$ cat src/rtl/pmm_pkg.sv
`timescale 1ns / 1ps
// ----------------------------------------------------------------------------
// pmm_pkg
// Shared types and constants for the paged memory mapper with plane writes.
// ----------------------------------------------------------------------------
package pmm_pkg;

   localparam int ADDR_W = 16;
   localparam int DATA_W = 8;
   localparam int OP_W = 3;
   localparam int KIND_W = 3;
   localparam int MODE_W = 4;
   localparam int REG_IDX_W = 4;

   localparam int WINDOW_COUNT_DEFAULT = 16;
   localparam int WINDOW_BITS_DEFAULT = 12;

   localparam logic [DATA_W-1:0] PAGE_RESET = 8'hFF;
   localparam logic [DATA_W-1:0] RAM_FIRST = 8'hE0;
   localparam logic [DATA_W-1:0] RAM_LAST = 8'hEF;
   localparam logic [DATA_W-1:0] ROM_FIRST = 8'hF8;
   localparam logic [DATA_W-1:0] PLANE_RED = 8'hE6;
   localparam logic [DATA_W-1:0] PLANE_GREEN = 8'hEA;
   localparam logic [DATA_W-1:0] PLANE_BLUE = 8'hEE;
   localparam logic [ADDR_W-1:0] PLANE_PART = 16'h1000;
   localparam logic [ADDR_W-1:0] BASE_RED = 16'h6000;
   localparam logic [ADDR_W-1:0] BASE_GREEN = 16'hA000;
   localparam logic [ADDR_W-1:0] BASE_BLUE = 16'hE000;
   localparam int COPY_BIT = 3;

   typedef enum logic [OP_W-1:0] {
      OP_CPU_READ   = 3'd0,
      OP_CPU_WRITE  = 3'd1,
      OP_PAGE_WRITE = 3'd2,
      OP_PAGE_READ  = 3'd3,
      OP_MODE_WRITE = 3'd4
   } op_type;

   typedef enum logic [KIND_W-1:0] {
      KIND_RAM_READ  = 3'd0,
      KIND_ROM_READ  = 3'd1,
      KIND_RAM_WRITE = 3'd2,
      KIND_DROPPED   = 3'd3,
      KIND_UNMAPPED  = 3'd4,
      KIND_REG_DATA  = 3'd5,
      KIND_DONE      = 3'd6
   } kind_type;

   typedef enum logic [1:0] {
      S_IDLE,
      S_LOOKUP,
      S_EMIT
   } state_type;

   typedef struct packed {
      logic [OP_W-1:0]   operation;
      logic [ADDR_W-1:0] address;
      logic [DATA_W-1:0] write_data;
   } req_type;

   typedef struct packed {
      logic [KIND_W-1:0] kind;
      logic [ADDR_W-1:0] target_address;
      logic [DATA_W-1:0] out_data;
      logic              last;
   } rsp_type;

endpackage

$ cat src/rtl/paged_memory_mapper_with_plane_writes_core.sv
`timescale 1ns / 1ps
// ----------------------------------------------------------------------------
// paged_memory_mapper_with_plane_writes_core
// Maps CPU accesses through a page register memory into RAM, ROM and video
// plane commands.
// ----------------------------------------------------------------------------
//  Channel   Ports                       Transfer
//  request   start, busy, req_word       taken when start is high, busy low
//  response  rsp_strobe, rsp_word        a word with each strobe, no back-pressure
//
//  After acceptance busy stays high through the lookup state and the emit of
//  n result words (1, or 3 for a copy-mode plane write): the lookup state
//  reads the page register memory, then one word leaves per cycle. A new word
//  is taken only in the idle state, once the last result word has left.
//  Reset makes every page register read as FF through per-entry valid bits, so
//  no clearing pass is needed; the block accepts a word as soon as reset is
//  released. The receiver cannot stall the result words.
module paged_memory_mapper_with_plane_writes_core #(
   parameter int WINDOW_COUNT = pmm_pkg::WINDOW_COUNT_DEFAULT,
   parameter int WINDOW_BITS = pmm_pkg::WINDOW_BITS_DEFAULT
) (
   input  logic             clock,
   input  logic             reset,
   input  logic             start,
   output logic             busy,
   input  pmm_pkg::req_type req_word,
   output logic             rsp_strobe,
   output pmm_pkg::rsp_type rsp_word
);
   import pmm_pkg::*;

   localparam int IDX_W = $clog2(WINDOW_COUNT);
   localparam int WIN_W = ADDR_W - WINDOW_BITS;

   state_type state_ff, state_in;
   req_type req_ff;
   logic [1:0] beat_ff, beat_in;
   logic [MODE_W-1:0] mode_ff;
   logic [WINDOW_COUNT-1:0] valid_ff;
   logic [DATA_W-1:0] mem [WINDOW_COUNT];
   logic [DATA_W-1:0] rd_data_ff;
   logic rd_valid_ff;

   logic [WIN_W-1:0] win;
   logic win_ok, reg_ok, mem_we;
   logic [IDX_W-1:0] rd_idx, wr_idx;
   logic [DATA_W-1:0] page;
   logic [ADDR_W-1:0] off, plane_addr, ram_addr, rom_addr, base;
   logic is_ram, is_rom, is_plane, copy;
   logic [1:0] plane, n_last;
   rsp_type rsp;

   assign win = req_ff.address[ADDR_W-1:WINDOW_BITS];
   assign win_ok = {1'b0, win} < (WIN_W + 1)'(WINDOW_COUNT);
   assign reg_ok = {1'b0, req_ff.address[REG_IDX_W-1:0]} < (REG_IDX_W + 1)'(WINDOW_COUNT);
   assign wr_idx = req_ff.address[IDX_W-1:0];
   assign rd_idx = (req_ff.operation == OP_PAGE_READ) ? wr_idx : win[IDX_W-1:0];
   assign mem_we = (state_ff == S_LOOKUP) && (req_ff.operation == OP_PAGE_WRITE) && reg_ok;

   // Control registers.
   always_ff @(posedge clock) begin
      if (reset) begin
         state_ff <= S_IDLE;
         beat_ff <= 2'd0;
         mode_ff <= '0;
         valid_ff <= '0;
      end else begin
         state_ff <= state_in;
         beat_ff <= beat_in;
         if (state_ff == S_LOOKUP && req_ff.operation == OP_MODE_WRITE) begin
            mode_ff <= req_ff.write_data[MODE_W-1:0];
         end
         if (mem_we) begin
            valid_ff[wr_idx] <= 1'b1;
         end
      end
   end

   // Payload and page register memory.
   always_ff @(posedge clock) begin
      if (start && !busy) begin
         req_ff <= req_word;
      end
      if (mem_we) begin
         mem[wr_idx] <= req_ff.write_data;
      end
      if (state_ff == S_LOOKUP) begin
         rd_data_ff <= mem[rd_idx];
         rd_valid_ff <= valid_ff[rd_idx];
      end
   end

   // Next state.
   always_comb begin
      state_in = state_ff;
      beat_in = beat_ff;
      case (state_ff)
         S_IDLE: begin
            beat_in = 2'd0;
            if (start) begin
               state_in = S_LOOKUP;
            end
         end
         S_LOOKUP: begin
            state_in = S_EMIT;
         end
         S_EMIT: begin
            beat_in = beat_ff + 2'd1;
            if (rsp.last) begin
               state_in = S_IDLE;
               beat_in = 2'd0;
            end
         end
         default: begin
            state_in = S_IDLE;
         end
      endcase
   end

   // Result word for the current beat.
   always_comb begin
      page = rd_valid_ff ? rd_data_ff : PAGE_RESET;
      off = ADDR_W'(req_ff.address[WINDOW_BITS-1:0]);
      is_ram = (page >= RAM_FIRST) && (page <= RAM_LAST);
      is_rom = page >= ROM_FIRST;
      is_plane = is_ram && (page[DATA_W-1:1] == PLANE_RED[DATA_W-1:1]
         || page[DATA_W-1:1] == PLANE_GREEN[DATA_W-1:1]
         || page[DATA_W-1:1] == PLANE_BLUE[DATA_W-1:1]);
      copy = mode_ff[COPY_BIT];
      ram_addr = (ADDR_W'(page[3:0]) << WINDOW_BITS) + off;
      rom_addr = (ADDR_W'(page[2:0]) << WINDOW_BITS) + off;
      // Outside copy mode the three nibble bits above bit 0 pick the plane: 3 red, 5 green, 7 blue.
      plane = copy ? beat_ff : ((page[3:1] == PLANE_RED[3:1]) ? 2'd0
         : (page[3:1] == PLANE_GREEN[3:1]) ? 2'd1 : 2'd2);
      case (plane)
         2'd0: base = BASE_RED;
         2'd1: base = BASE_GREEN;
         default: base = BASE_BLUE;
      endcase
      plane_addr = base + off + (page[0] ? PLANE_PART : '0);
      n_last = 2'd0;
      rsp.kind = KIND_DONE;
      rsp.target_address = '0;
      rsp.out_data = '0;
      case (req_ff.operation)
         OP_CPU_READ, OP_CPU_WRITE: begin
            if (!win_ok) begin
               rsp.kind = KIND_UNMAPPED;
            end else if (is_ram) begin
               if (req_ff.operation == OP_CPU_READ) begin
                  rsp.kind = KIND_RAM_READ;
                  rsp.target_address = ram_addr;
               end else if (!is_plane) begin
                  rsp.kind = KIND_RAM_WRITE;
                  rsp.target_address = ram_addr;
                  rsp.out_data = req_ff.write_data;
               end else begin
                  rsp.kind = KIND_RAM_WRITE;
                  rsp.target_address = plane_addr;
                  if (copy) begin
                     n_last = 2'd2;
                     rsp.out_data = mode_ff[beat_ff] ? req_ff.write_data : '0;
                  end else begin
                     rsp.out_data = req_ff.write_data;
                  end
               end
            end else if (is_rom) begin
               if (req_ff.operation == OP_CPU_READ) begin
                  rsp.kind = KIND_ROM_READ;
                  rsp.target_address = rom_addr;
               end else begin
                  rsp.kind = KIND_DROPPED;
               end
            end else begin
               rsp.kind = KIND_UNMAPPED;
            end
         end
         OP_PAGE_READ: begin
            rsp.kind = KIND_REG_DATA;
            rsp.out_data = reg_ok ? page : '0;
         end
         default: begin
            rsp.kind = KIND_DONE;
         end
      endcase
      rsp.last = beat_ff == n_last;
   end

   assign busy = state_ff != S_IDLE;
   assign rsp_strobe = state_ff == S_EMIT;
   assign rsp_word = rsp;

endmodule

$ cat config.mk
export PLATFORM = sky130hd
export DESIGN_NAME = paged_memory_mapper_with_plane_writes_core
export DESIGN_NICKNAME = d
export VERILOG_FILES = /design/src/rtl/pmm_pkg.sv /design/src/rtl/paged_memory_mapper_with_plane_writes_core.sv
export SDC_FILE = /design/constraint.sdc
export NUM_CORES = 1
export LEC_CHECK = 0
export BUFFER_PORTS_ARGS = -buffer_cell sky130_fd_sc_hd__buf_2
export CAP_MARGIN = 10
export CELL_PAD_IN_SITES_DETAIL_PLACEMENT = 1
export CELL_PAD_IN_SITES_GLOBAL_PLACEMENT = 1
export CORE_ASPECT_RATIO = 0.8
export CORE_MARGIN = 4
export CORE_UTILIZATION = 53
export CTS_CLUSTER_SIZE = 20
export DETAILED_ROUTE_END_ITERATION = 6
export PLACE_DENSITY = 0.92
export SYNTH_ARGS = -nofsm -noshare
export SYNTH_HDL_FRONTEND = slang
export SYNTH_SLANG_ARGS = --single-unit
export TNS_END_PERCENT = 30
$ cat constraint.sdc
create_clock -name clock -period 4.6 [get_ports clock]
set_input_delay 0 -clock clock [delete_from_list [all_inputs] [get_ports clock]]
set_output_delay 0 -clock clock [all_outputs]
set_load 0.005 [all_outputs]
==> results of run 1 <==
## cell families after synthesis
family | count (synthesis) | share of synthesized area
flops | 188 | 0.715
buf+inv | 27 | 0.0233
xor+xnor | 1 | 0.00116
compound gates | 78 | 0.0662
mux | 65 | 0.0871
simple gates | 179 | 0.107
## cells in the mapped netlist (all sizes together), types with 3 or more instances
cell / count / share of area
edfxtp: 164 / 0.65
nand2: 71 / 0.036
mux2i: 62 / 0.082
nor2: 53 / 0.026
o22ai: 27 / 0.022
dfxtp: 24 / 0.064
a21oi: 17 / 0.011
nor3: 17 / 0.011
buf: 16 / 0.018
o21ai: 16 / 0.011
and2: 12 / 0.0099
a32oi: 9 / 0.010
clkbuf: 7 / 0.0035
nand2b: 7 / 0.0058
o21ba: 7 / 0.0093
nand3: 4 / 0.0026
nand3b: 4 / 0.0056
inv: 3 / 0.0015
mux2: 3 / 0.0050
nor4: 3 / 0.0025
## worst paths after layout
kind,from,endpoint,slack [ns],cells past startpoint
min reg2reg,valid_ff[10],valid_ff[10],0.50,1
max reg2reg,req_ff[26],rd_data_ff[5],1.37,7
min,reset,mode_ff[3],0.06,2
max,req_ff[26],rd_data_ff[5],1.37,7
## worst max-delay path, cell delays in order, from the launching register on
cell,delay [ns]
edfxtp_1,0.52
nand3b_4,0.36
mux2i_4,0.92
buf_4,0.47
mux2i_1,0.28
o22ai_1,0.13
nor3_1,0.17
nand2_1,0.09
## sequential cells by signal, summed over array words and instances (netlist names)
name,cells
mem,128
valid_ff,16
req_ff,15
off,12
rd_data_ff,8
mode_ff,4
beat_ff,2
state_ff,2
rd_valid_ff,1
## layout make-up
type                    instances  area, um^2  area share
flip-flops and latches        188        5410       0.604
multi-input cells             323        2000       0.224
repair buffers                 96         643      0.0719
clock buffers                  22         464      0.0519
well taps                     180         225      0.0252
clock inverters                10         188      0.0210
inverters                       4        15.0     0.00168
## report_power, final
| group | leakage (nW) | switching (mW) | internal, mW |
|---|---|---|---|
| Combinational | 1.30 | 0.140 | 0.0955 |
| Clock | 0.313 | 0.642 | 0.997 |
| Sequential | 1.69 | 0.0517 | 1.89 |
| Total | 3.30 | 0.833 | 2.98 |
## per-layer routing
metal | share of wire | track usage | vias up
li1 | - | - | 2191
met1 | 0.39 | 0.361 | 2614
met2 | 0.51 | 0.493 | 262
met3 | 0.072 | 0.0719 | 37
met4 | 0.024 | 0.0972 | 0
met5 | 0 | 0 | -
## what timing repair did
item / in CTS / in global routing
setup buffers: 0 / 0
resized for setup: 0 / 0
endpoints found under the hold margin: 28 / 0
hold buffers: 28 / 0
endpoints found under the setup margin: 0 / 0
==> metrics, run 1 <==
final hold viol count=0; FFs w/ async S/R, synth=0; class of the tightest hold or removal check=in2reg; Reg clk slew, reported paths=0.07 ns; H-tree levels=4; Synth warnings=0; height of the die=115 um; Hold Slack=0.0621 ns; TritonCTS Sinks=188; number of synthesized flops with an enable pin=164; top-level port count=60; RSZ-0062 raised after global routing=false; initial antenna violation count=0; area grow syn2layout=18.3%; IO buf count=59; CP startpoint kind=flip-flop; DP Worst Slack=1.49 ns; Mapped Nets=568; Root Driver=clkbuf_16; Clock Latency Late Sink=0.44 ns; final core occ=0.651; Cells after Synth=538; CP Data Required Time=4.77 ns; via-per-instance ratio=6.20; Die ar.=16200 um^2; CTS Buf Count=17; power density of the placed cells=426 nW/um^2; clk_skew=0.0239 ns; CTS tree=done; DP Area=8010 um^2; Nets=660; Seq cells post-synth=188; Post-route DRC=0; prevailing post-synth register cell=edfxtp_1; Final GP Congestion=0.846; post-route total power=3.81 mW; Syn Std Cell Area=7560 um^2; critical path class=reg2reg; starting density of the core=0.550; Max Freq=0.310 GHz; fin worst setup slack=1.37 ns; DIE WIDTH=142 um; CP Max Fanout=21; dpl hpwl=13600 um; via count=5104; crit path capture type=flip-flop; fraction of layout cells with a size suffix above 1=0.176; final setup violation count=0; Avg Inst Size Synth=14.1 um^2; largest net degree at the start of global routing=28; Lkg Pwr=3.30 nW; min cycle time layout=3.23 ns; Post-Place Cells=763; commonest non-fill, non-tap cell in the layout=edfxtp_1; Worst Tran Pin Value=1.16 ns; Setup TNS=0 ns; number of distinct library cells after synthesis=34; Final ANT Viol Nets=0; Inserted Diodes=0; Pre-antenna DRT Iters=5; CTS Buffer Depth=2; Rel. slew slack=0.226; Pins Over Slew Limit=0; Fillers=1286; Core Region=13700 um^2; most frequent cells in the layout=edfxtp_1, nand2_1, mux2i_1; Total GRT Usage=0.287; DR iter-0 viols=621; register area share after synthesis=0.715; final wirelength=22200 um; vias in the first global route=5561; global-route wire length before repair=34000 um; non-filler instance count after layout=823; Rows=38; design area=8940 um^2; Max VDD drop=0.000337 V; max_cap viols=0; final worst-path cycle share=0.702; drt wl/cell=27.0 um; Worst EP arrival=3.40 ns; Remaining Overflow, GRT=0; status=finished, final reports clean
Power figures use the tool's default switching activity.
==> inputs of run 2 (changes only) <==
--- a/config.mk
+++ b/config.mk
@@ -11,10 +11,10 @@
 export CELL_PAD_IN_SITES_GLOBAL_PLACEMENT = 1
 export CORE_ASPECT_RATIO = 0.8
 export CORE_MARGIN = 4
-export CORE_UTILIZATION = 53
+export CORE_UTILIZATION = 49
 export CTS_CLUSTER_SIZE = 20
 export DETAILED_ROUTE_END_ITERATION = 6
-export PLACE_DENSITY = 0.92
+export PLACE_DENSITY = 0.86
 export SYNTH_ARGS = -nofsm -noshare
 export SYNTH_HDL_FRONTEND = slang
 export SYNTH_SLANG_ARGS = --single-unit
==> constraint.sdc (replaced) <==
create_clock -name clock -period 3.1 [get_ports clock]
set_input_delay 0 -clock clock [delete_from_list [all_inputs] [get_ports clock]]
set_output_delay 0 -clock clock [all_outputs]
set_load 0.005 [all_outputs]
==> run 2 against run 1 <==
  * Sequential cell count unchanged
  * Utilization decreased by 4.6 points
  * Clock-buffer cell count decreased by 4
  * Global-route usage decreased by 1.8 points
  * Combinational power increased by 54%
  * Via count about the same
==> metrics, run 2 (synthesis results as in run 1) <==
Sw Ratio=0.236 (+0.0177); DR iter-0 viols=610 (-1.8%); IO buf count=59 (unchanged); final worst-path cycle share=0.902 (+0.200); height of the die=119 um (+3.7%); Largest regs=mem x128, valid_ff x16, req_ff x15; Pins Over Slew Limit=0 (unchanged); max reg flops=128 (unchanged); critical path class=reg2reg; internal cell power=4.32 mW (+45%); area grow syn2layout=20.6%; DP Area=8200 um^2 (+2.4%); CTS Buffer Depth=2 (unchanged); Max Freq=0.358 GHz (+15%); final hold viol count=0 (unchanged); TritonCTS Sinks=188 (unchanged); design area=9110 um^2 (+1.9%); Largest Register=mem; commonest non-fill, non-tap cell in the layout=edfxtp_1; Nets=680 (+3.0%); Clock Latency Late Sink=0.46 ns (+0.02 ns); CP startpoint kind=flip-flop; fraction of layout cells with a size suffix above 1=0.201 (+0.0249); Pre-antenna DRT Iters=5 (unchanged); CTS tree=done; final core occ=0.605 (-0.0458); setup bufs post-CTS=0 (unchanged); initial antenna violation count=1 (+1); Reg clk slew, reported paths=0.09 ns (+0.02 ns); max_cap viols=0 (unchanged); post-route total power=5.65 mW (+48%); Max VDD drop=0.000402 V (+19%); part of the power in combinational logic=0.064 (+0.002); global-route wire length before repair=34300 um (+1.0%); most frequent cells in the layout=edfxtp_1, nand2_1, mux2i_1; Root Driver=clkbuf_16; DIE WIDTH=147 um (+3.8%); via-per-instance ratio=5.85 (-5.7%); min cycle time layout=2.80 ns (-0.431 ns); Hold Buf Count CTS=28 (unchanged); RSZ-0062 raised after global routing=false; status=finished, final reports clean; fin worst setup slack=0.303 ns (-1.07 ns); Final ANT Viol Nets=0 (unchanged); Die ar.=17500 um^2 (+7.6%); via count=5106 (+0.039%); CTS Buf Count=17 (unchanged); H-tree levels=4 (unchanged); vias in the first global route=5563 (+0.036%); drt wl/cell=26.2 um (-3.1%); Inserted Diodes=0 (unchanged); largest net degree at the start of global routing=37 (+32%); sequential share of power=0.508 (about the same); DP Worst Slack=0.349 ns (-1.14 ns); clock power share=0.428 (-0.002); Remaining Overflow, GRT=0 (unchanged); Total GRT Usage=0.269 (-0.0184); Fillers=1461 (+14%); Worst Tran Pin Value=0.837 ns (-0.319 ns); Worst EP arrival=2.99 ns (-0.41 ns); Rows=40 (+5.3%); final wirelength=22800 um (+2.8%); Lkg Pwr=3.40 nW (+3.0%); final setup violation count=0 (unchanged); CP Data Required Time=3.29 ns (-1.48 ns); Post-route DRC=0 (unchanged); CP Max Fanout=36 (+71%); top-level port count=60 (unchanged); # resized after CTS=0 (unchanged); starting density of the core=0.502 (-0.0483); class of the tightest hold or removal check=in2reg; clk_skew=0.0197 ns (-0.00420 ns); dpl hpwl=14000 um (+2.5%); Final GP Congestion=0.867 (+2.5%); power density of the placed cells=620 nW/um^2 (+45%); Setup TNS=0 ns (unchanged); NetSw=1.33 mW (+60%); Core Region=15100 um^2 (+9.6%); crit path capture type=flip-flop; Rel. slew slack=0.442 (+0.216)
run 2: power by group through the flow:
stage | Clock, mW | Sequential (mW) | Combinational, mW
2_1_floorplan | 0 | 2.88 | 0.221
3_3_place_gp | 0 | 2.91 | 0.303
3_5_place_dp | 0 | 2.92 | 0.323
4_1_cts | 2.41 | 2.87 | 0.359
5_1_grt | 2.53 | 2.88 | 0.390
6_report | 2.42 | 2.87 | 0.363
run 2: worst paths after layout:
path | endpoint | startpoint | slack (ns) | cells past startpoint
setup / recovery | rd_data_ff[7] | req_ff[24] | 0.30 | 8
hold / removal | valid_ff[8] | reset | 0.01 | 2
setup reg to reg | rd_data_ff[7] | req_ff[24] | 0.30 | 8
hold reg to reg | valid_ff[8] | valid_ff[8] | 0.49 | 2
run 2: final cells by class:
class / instances / area (um^2) / area share
Timing Repair Buffer: 116 / 806 / 0.0884
Inverter: 4 / 15.0 / 0.00165
Clock buffer: 18 / 429 / 0.0471
Sequential cell: 188 / 5410 / 0.593
Multi-Input combinational cell: 323 / 1990 / 0.219
Clock inverter: 14 / 204 / 0.0224
Tap cell: 210 / 263 / 0.0288
run 2: worst max-delay path: stages (launching register included):
cell	delay, ns
edfxtp_1	0.56
nand3b_4	0.31
mux2i_4	0.32
buf_12	0.29
buf_4	0.32
mux2i_1	0.25
o22ai_1	0.11
nor3_1	0.27
nand2_1	0.08
run 2: layer usage:
metal	vias to the layer above	GRT usage	wire length, um
met2	218	0.451	11400
met4	2	0.101	636
met5	-	0	18
met1	2594	0.340	9190
li1	2232	-	-
met3	60	0.0654	1550
run 2: per-stage QoR:
stage / cells / hold WS [ns]
6_report: 873 / 0.0128
3_3_place_gp: 813 / 0.177
4_1_cts: 873 / 0.00374
3_5_place_dp: 813 / 0.179
5_1_grt: 873 / 0.0140
2_1_floorplan: 538 / 0.0989
==> inputs of run 3 (changes only) <==
--- a/config.mk
+++ b/config.mk
@@ -11,10 +11,11 @@
 export CELL_PAD_IN_SITES_GLOBAL_PLACEMENT = 1
 export CORE_ASPECT_RATIO = 0.8
 export CORE_MARGIN = 4
-export CORE_UTILIZATION = 49
+export CORE_UTILIZATION = 50
+export CTS_BUF_LIST = sky130_fd_sc_hd__clkbuf_8
 export CTS_CLUSTER_SIZE = 20
 export DETAILED_ROUTE_END_ITERATION = 6
-export PLACE_DENSITY = 0.86
+export PLACE_DENSITY = 0.88
 export SYNTH_ARGS = -nofsm -noshare
 export SYNTH_HDL_FRONTEND = slang
 export SYNTH_SLANG_ARGS = --single-unit
==> run 3 against run 2 <==
  * First-iteration DRC count decreased by 38%
  * Sequential share of layout area increased by 2.0 points
  * Cell area decreased by 3.2%
  * Critical endpoint is now rd_data_ff[4]
  * Largest power group unchanged
==> metrics, run 3 (synthesis results as in run 1) <==
most frequent cells in the layout=edfxtp_1, nand2_1, mux2i_1; max reg flops=128 (unchanged); fin worst setup slack=0.284 ns (-0.0190 ns); max_cap viols=0 (unchanged); # resized after CTS=0 (unchanged); final hold viol count=0 (unchanged); area grow syn2layout=16.7%; TritonCTS Sinks=188 (unchanged); Clock Latency Late Sink=0.47 ns (about the same); final worst-path cycle share=0.908 (+0.00612); DP Worst Slack=0.278 ns (-0.0714 ns); slowest stage delay, CP=0.56 ns (about the same); final setup violation count=0 (unchanged); Reg clk slew, reported paths=0.09 ns (about the same); fraction of layout cells with a size suffix above 1=0.197 (-0.00393); non-filler instance count after layout=845 (-3.2%); final wirelength=21100 um (-7.8%); dpl hpwl=13700 um (-1.8%); design area=8820 um^2 (-3.2%); Root Driver=clkbuf_8; Rows=39 (-2.5%); CTS tree=done; Largest Register=mem; min cycle time layout=2.82 ns (+0.0190 ns); Worst EP arrival=3.03 ns (+0.04 ns); Core Region=14500 um^2 (-3.5%); Pre-antenna DRT Iters=5 (unchanged); critical path class=reg2reg; Setup TNS=0 ns (unchanged); Remaining Overflow, GRT=0 (unchanged); Total GRT Usage=0.251 (-0.0177); Inserted Diodes=0 (unchanged); power density of the placed cells=542 nW/um^2 (-13%); clk_skew=0.0134 ns (-0.00625 ns); Max Freq=0.355 GHz (-0.67%); critical-path cell list=nand3b_4, mux2i_4, buf_12, buf_4, mux2i_1, o22ai_1, nor3_1, nand2_1; Max VDD drop=0.000375 V (-6.7%); CTS Buffer Depth=2 (unchanged); Worst Hold Launch=req_word[5]; Critical-path top delay cell=edfxtp_1; Die ar.=17200 um^2 (-1.9%); Rel. slew slack=0.405 (-0.0368); crit path capture type=flip-flop; Reg-to-Reg Start=req_ff[24]; Pins Over Slew Limit=0 (unchanged); commonest non-fill, non-tap cell in the layout=edfxtp_1; Final GP Congestion=0.904 (+4.2%); Critical path origin=req_ff[24]; starting density of the core=0.520 (+0.0180); Worst Tran Pin Value=0.893 ns (+0.0552 ns); Final ANT Viol Nets=0 (unchanged); DP Area=8160 um^2 (-0.52%); class of the tightest hold or removal check=in2reg; Post-route DRC=0 (unchanged); Largest regs=mem x128, valid_ff x16, req_ff x15; top-level port count=60 (unchanged); via-per-instance ratio=5.88 (+0.60%); vias in the first global route=5287 (-5.0%); status=finished, final reports clean; IO buf count=59 (unchanged); initial antenna violation count=0 (-1); height of the die=118 um (-0.94%); Lkg Pwr=3.28 nW (-3.7%); CP startpoint kind=flip-flop; Nets=678 (-0.29%); post-route total power=4.79 mW (-15%); CTS Buf Count=17 (unchanged); DIE WIDTH=145 um (-0.95%); Post-Place Cells=784 (-3.6%); global-route wire length before repair=31800 um (-7.3%); largest net degree at the start of global routing=28 (-24%); DR iter-0 viols=377 (-38%); drt wl/cell=24.9 um (-4.7%); CP Data Required Time=3.32 ns (+0.03 ns); H-tree levels=4 (unchanged); RSZ-0062 raised after global routing=false; CP Max Fanout=26 (-28%); via count=4972 (-2.6%)
-- run 3: cell types whose count changed in the layout (fill, tap and decap cells not counted), sizes merged --
cell and change:
buf -3, bufinv -3, clkinvlp +3, inv +2, clkbuf -1, clkinv -1, dlygate4sd3 +1
-- run 3: cell type report --
cell class / instances / area [um^2]
flip-flops and latches: 188 / 5410
inverters: 4 / 15.0
multi-input cells: 323 / 1990
repair buffers: 114 / 806
well taps: 184 / 230
fillers: 1438 / 5720
clock buffers: 17 / 234
clock inverters: 15 / 140
-- run 3: timing repair --
| item | 4_1_cts | 5_1_grt |
|---|---|---|
| setup endpoints to repair | 0 | 0 |
| hold endpoints to repair | 40 | 0 |
| hold buffers | 29 | 0 |
| setup buffers | 0 | 0 |
-- run 3: through the flow --
stage | util | hold WS (ns)
6_report | 0.607 | 0.243
4_1_cts | 0.607 | 0.206
3_3_place_gp | 0.561 | 0.176
2_1_floorplan | - | 0.0989
3_5_place_dp | 0.561 | 0.179
5_1_grt | 0.607 | 0.216
-- run 3: worst paths after layout --
path,depth (start not counted),to,slack [ns]
min,2,req_ff[5],0.24
min reg2reg,2,valid_ff[0],0.49
max,8,rd_data_ff[4],0.28
max reg2reg,8,rd_data_ff[4],0.28
-- run 3: worst max-delay path: cells and delay by family, from the launching register on --
| kind | cells | cell delay, ns |
|---|---|---|
| compound gates | 1 | 0.14 |
| buf+inv | 2 | 0.52 |
| flops | 1 | 0.56 |
| mux | 2 | 0.68 |
| simple gates | 3 | 0.65 |
-- run 3: routing by layer --
layer  wire, um  vias up  share of wire  global-route usage
met2      10400      204           0.50               0.418
met4        539        0          0.026              0.0967
met3       1630       38          0.077              0.0654
li1           -     2220              -                   -
met5          0        -              0                   0
met1       8450     2510           0.40               0.318
-- run 3: where the power goes --
part	switching, mW	internal (mW)	total, mW
combinational	0.204	0.151	0.354
clock	0.909	0.649	1.56
sequential	0.0763	2.80	2.87
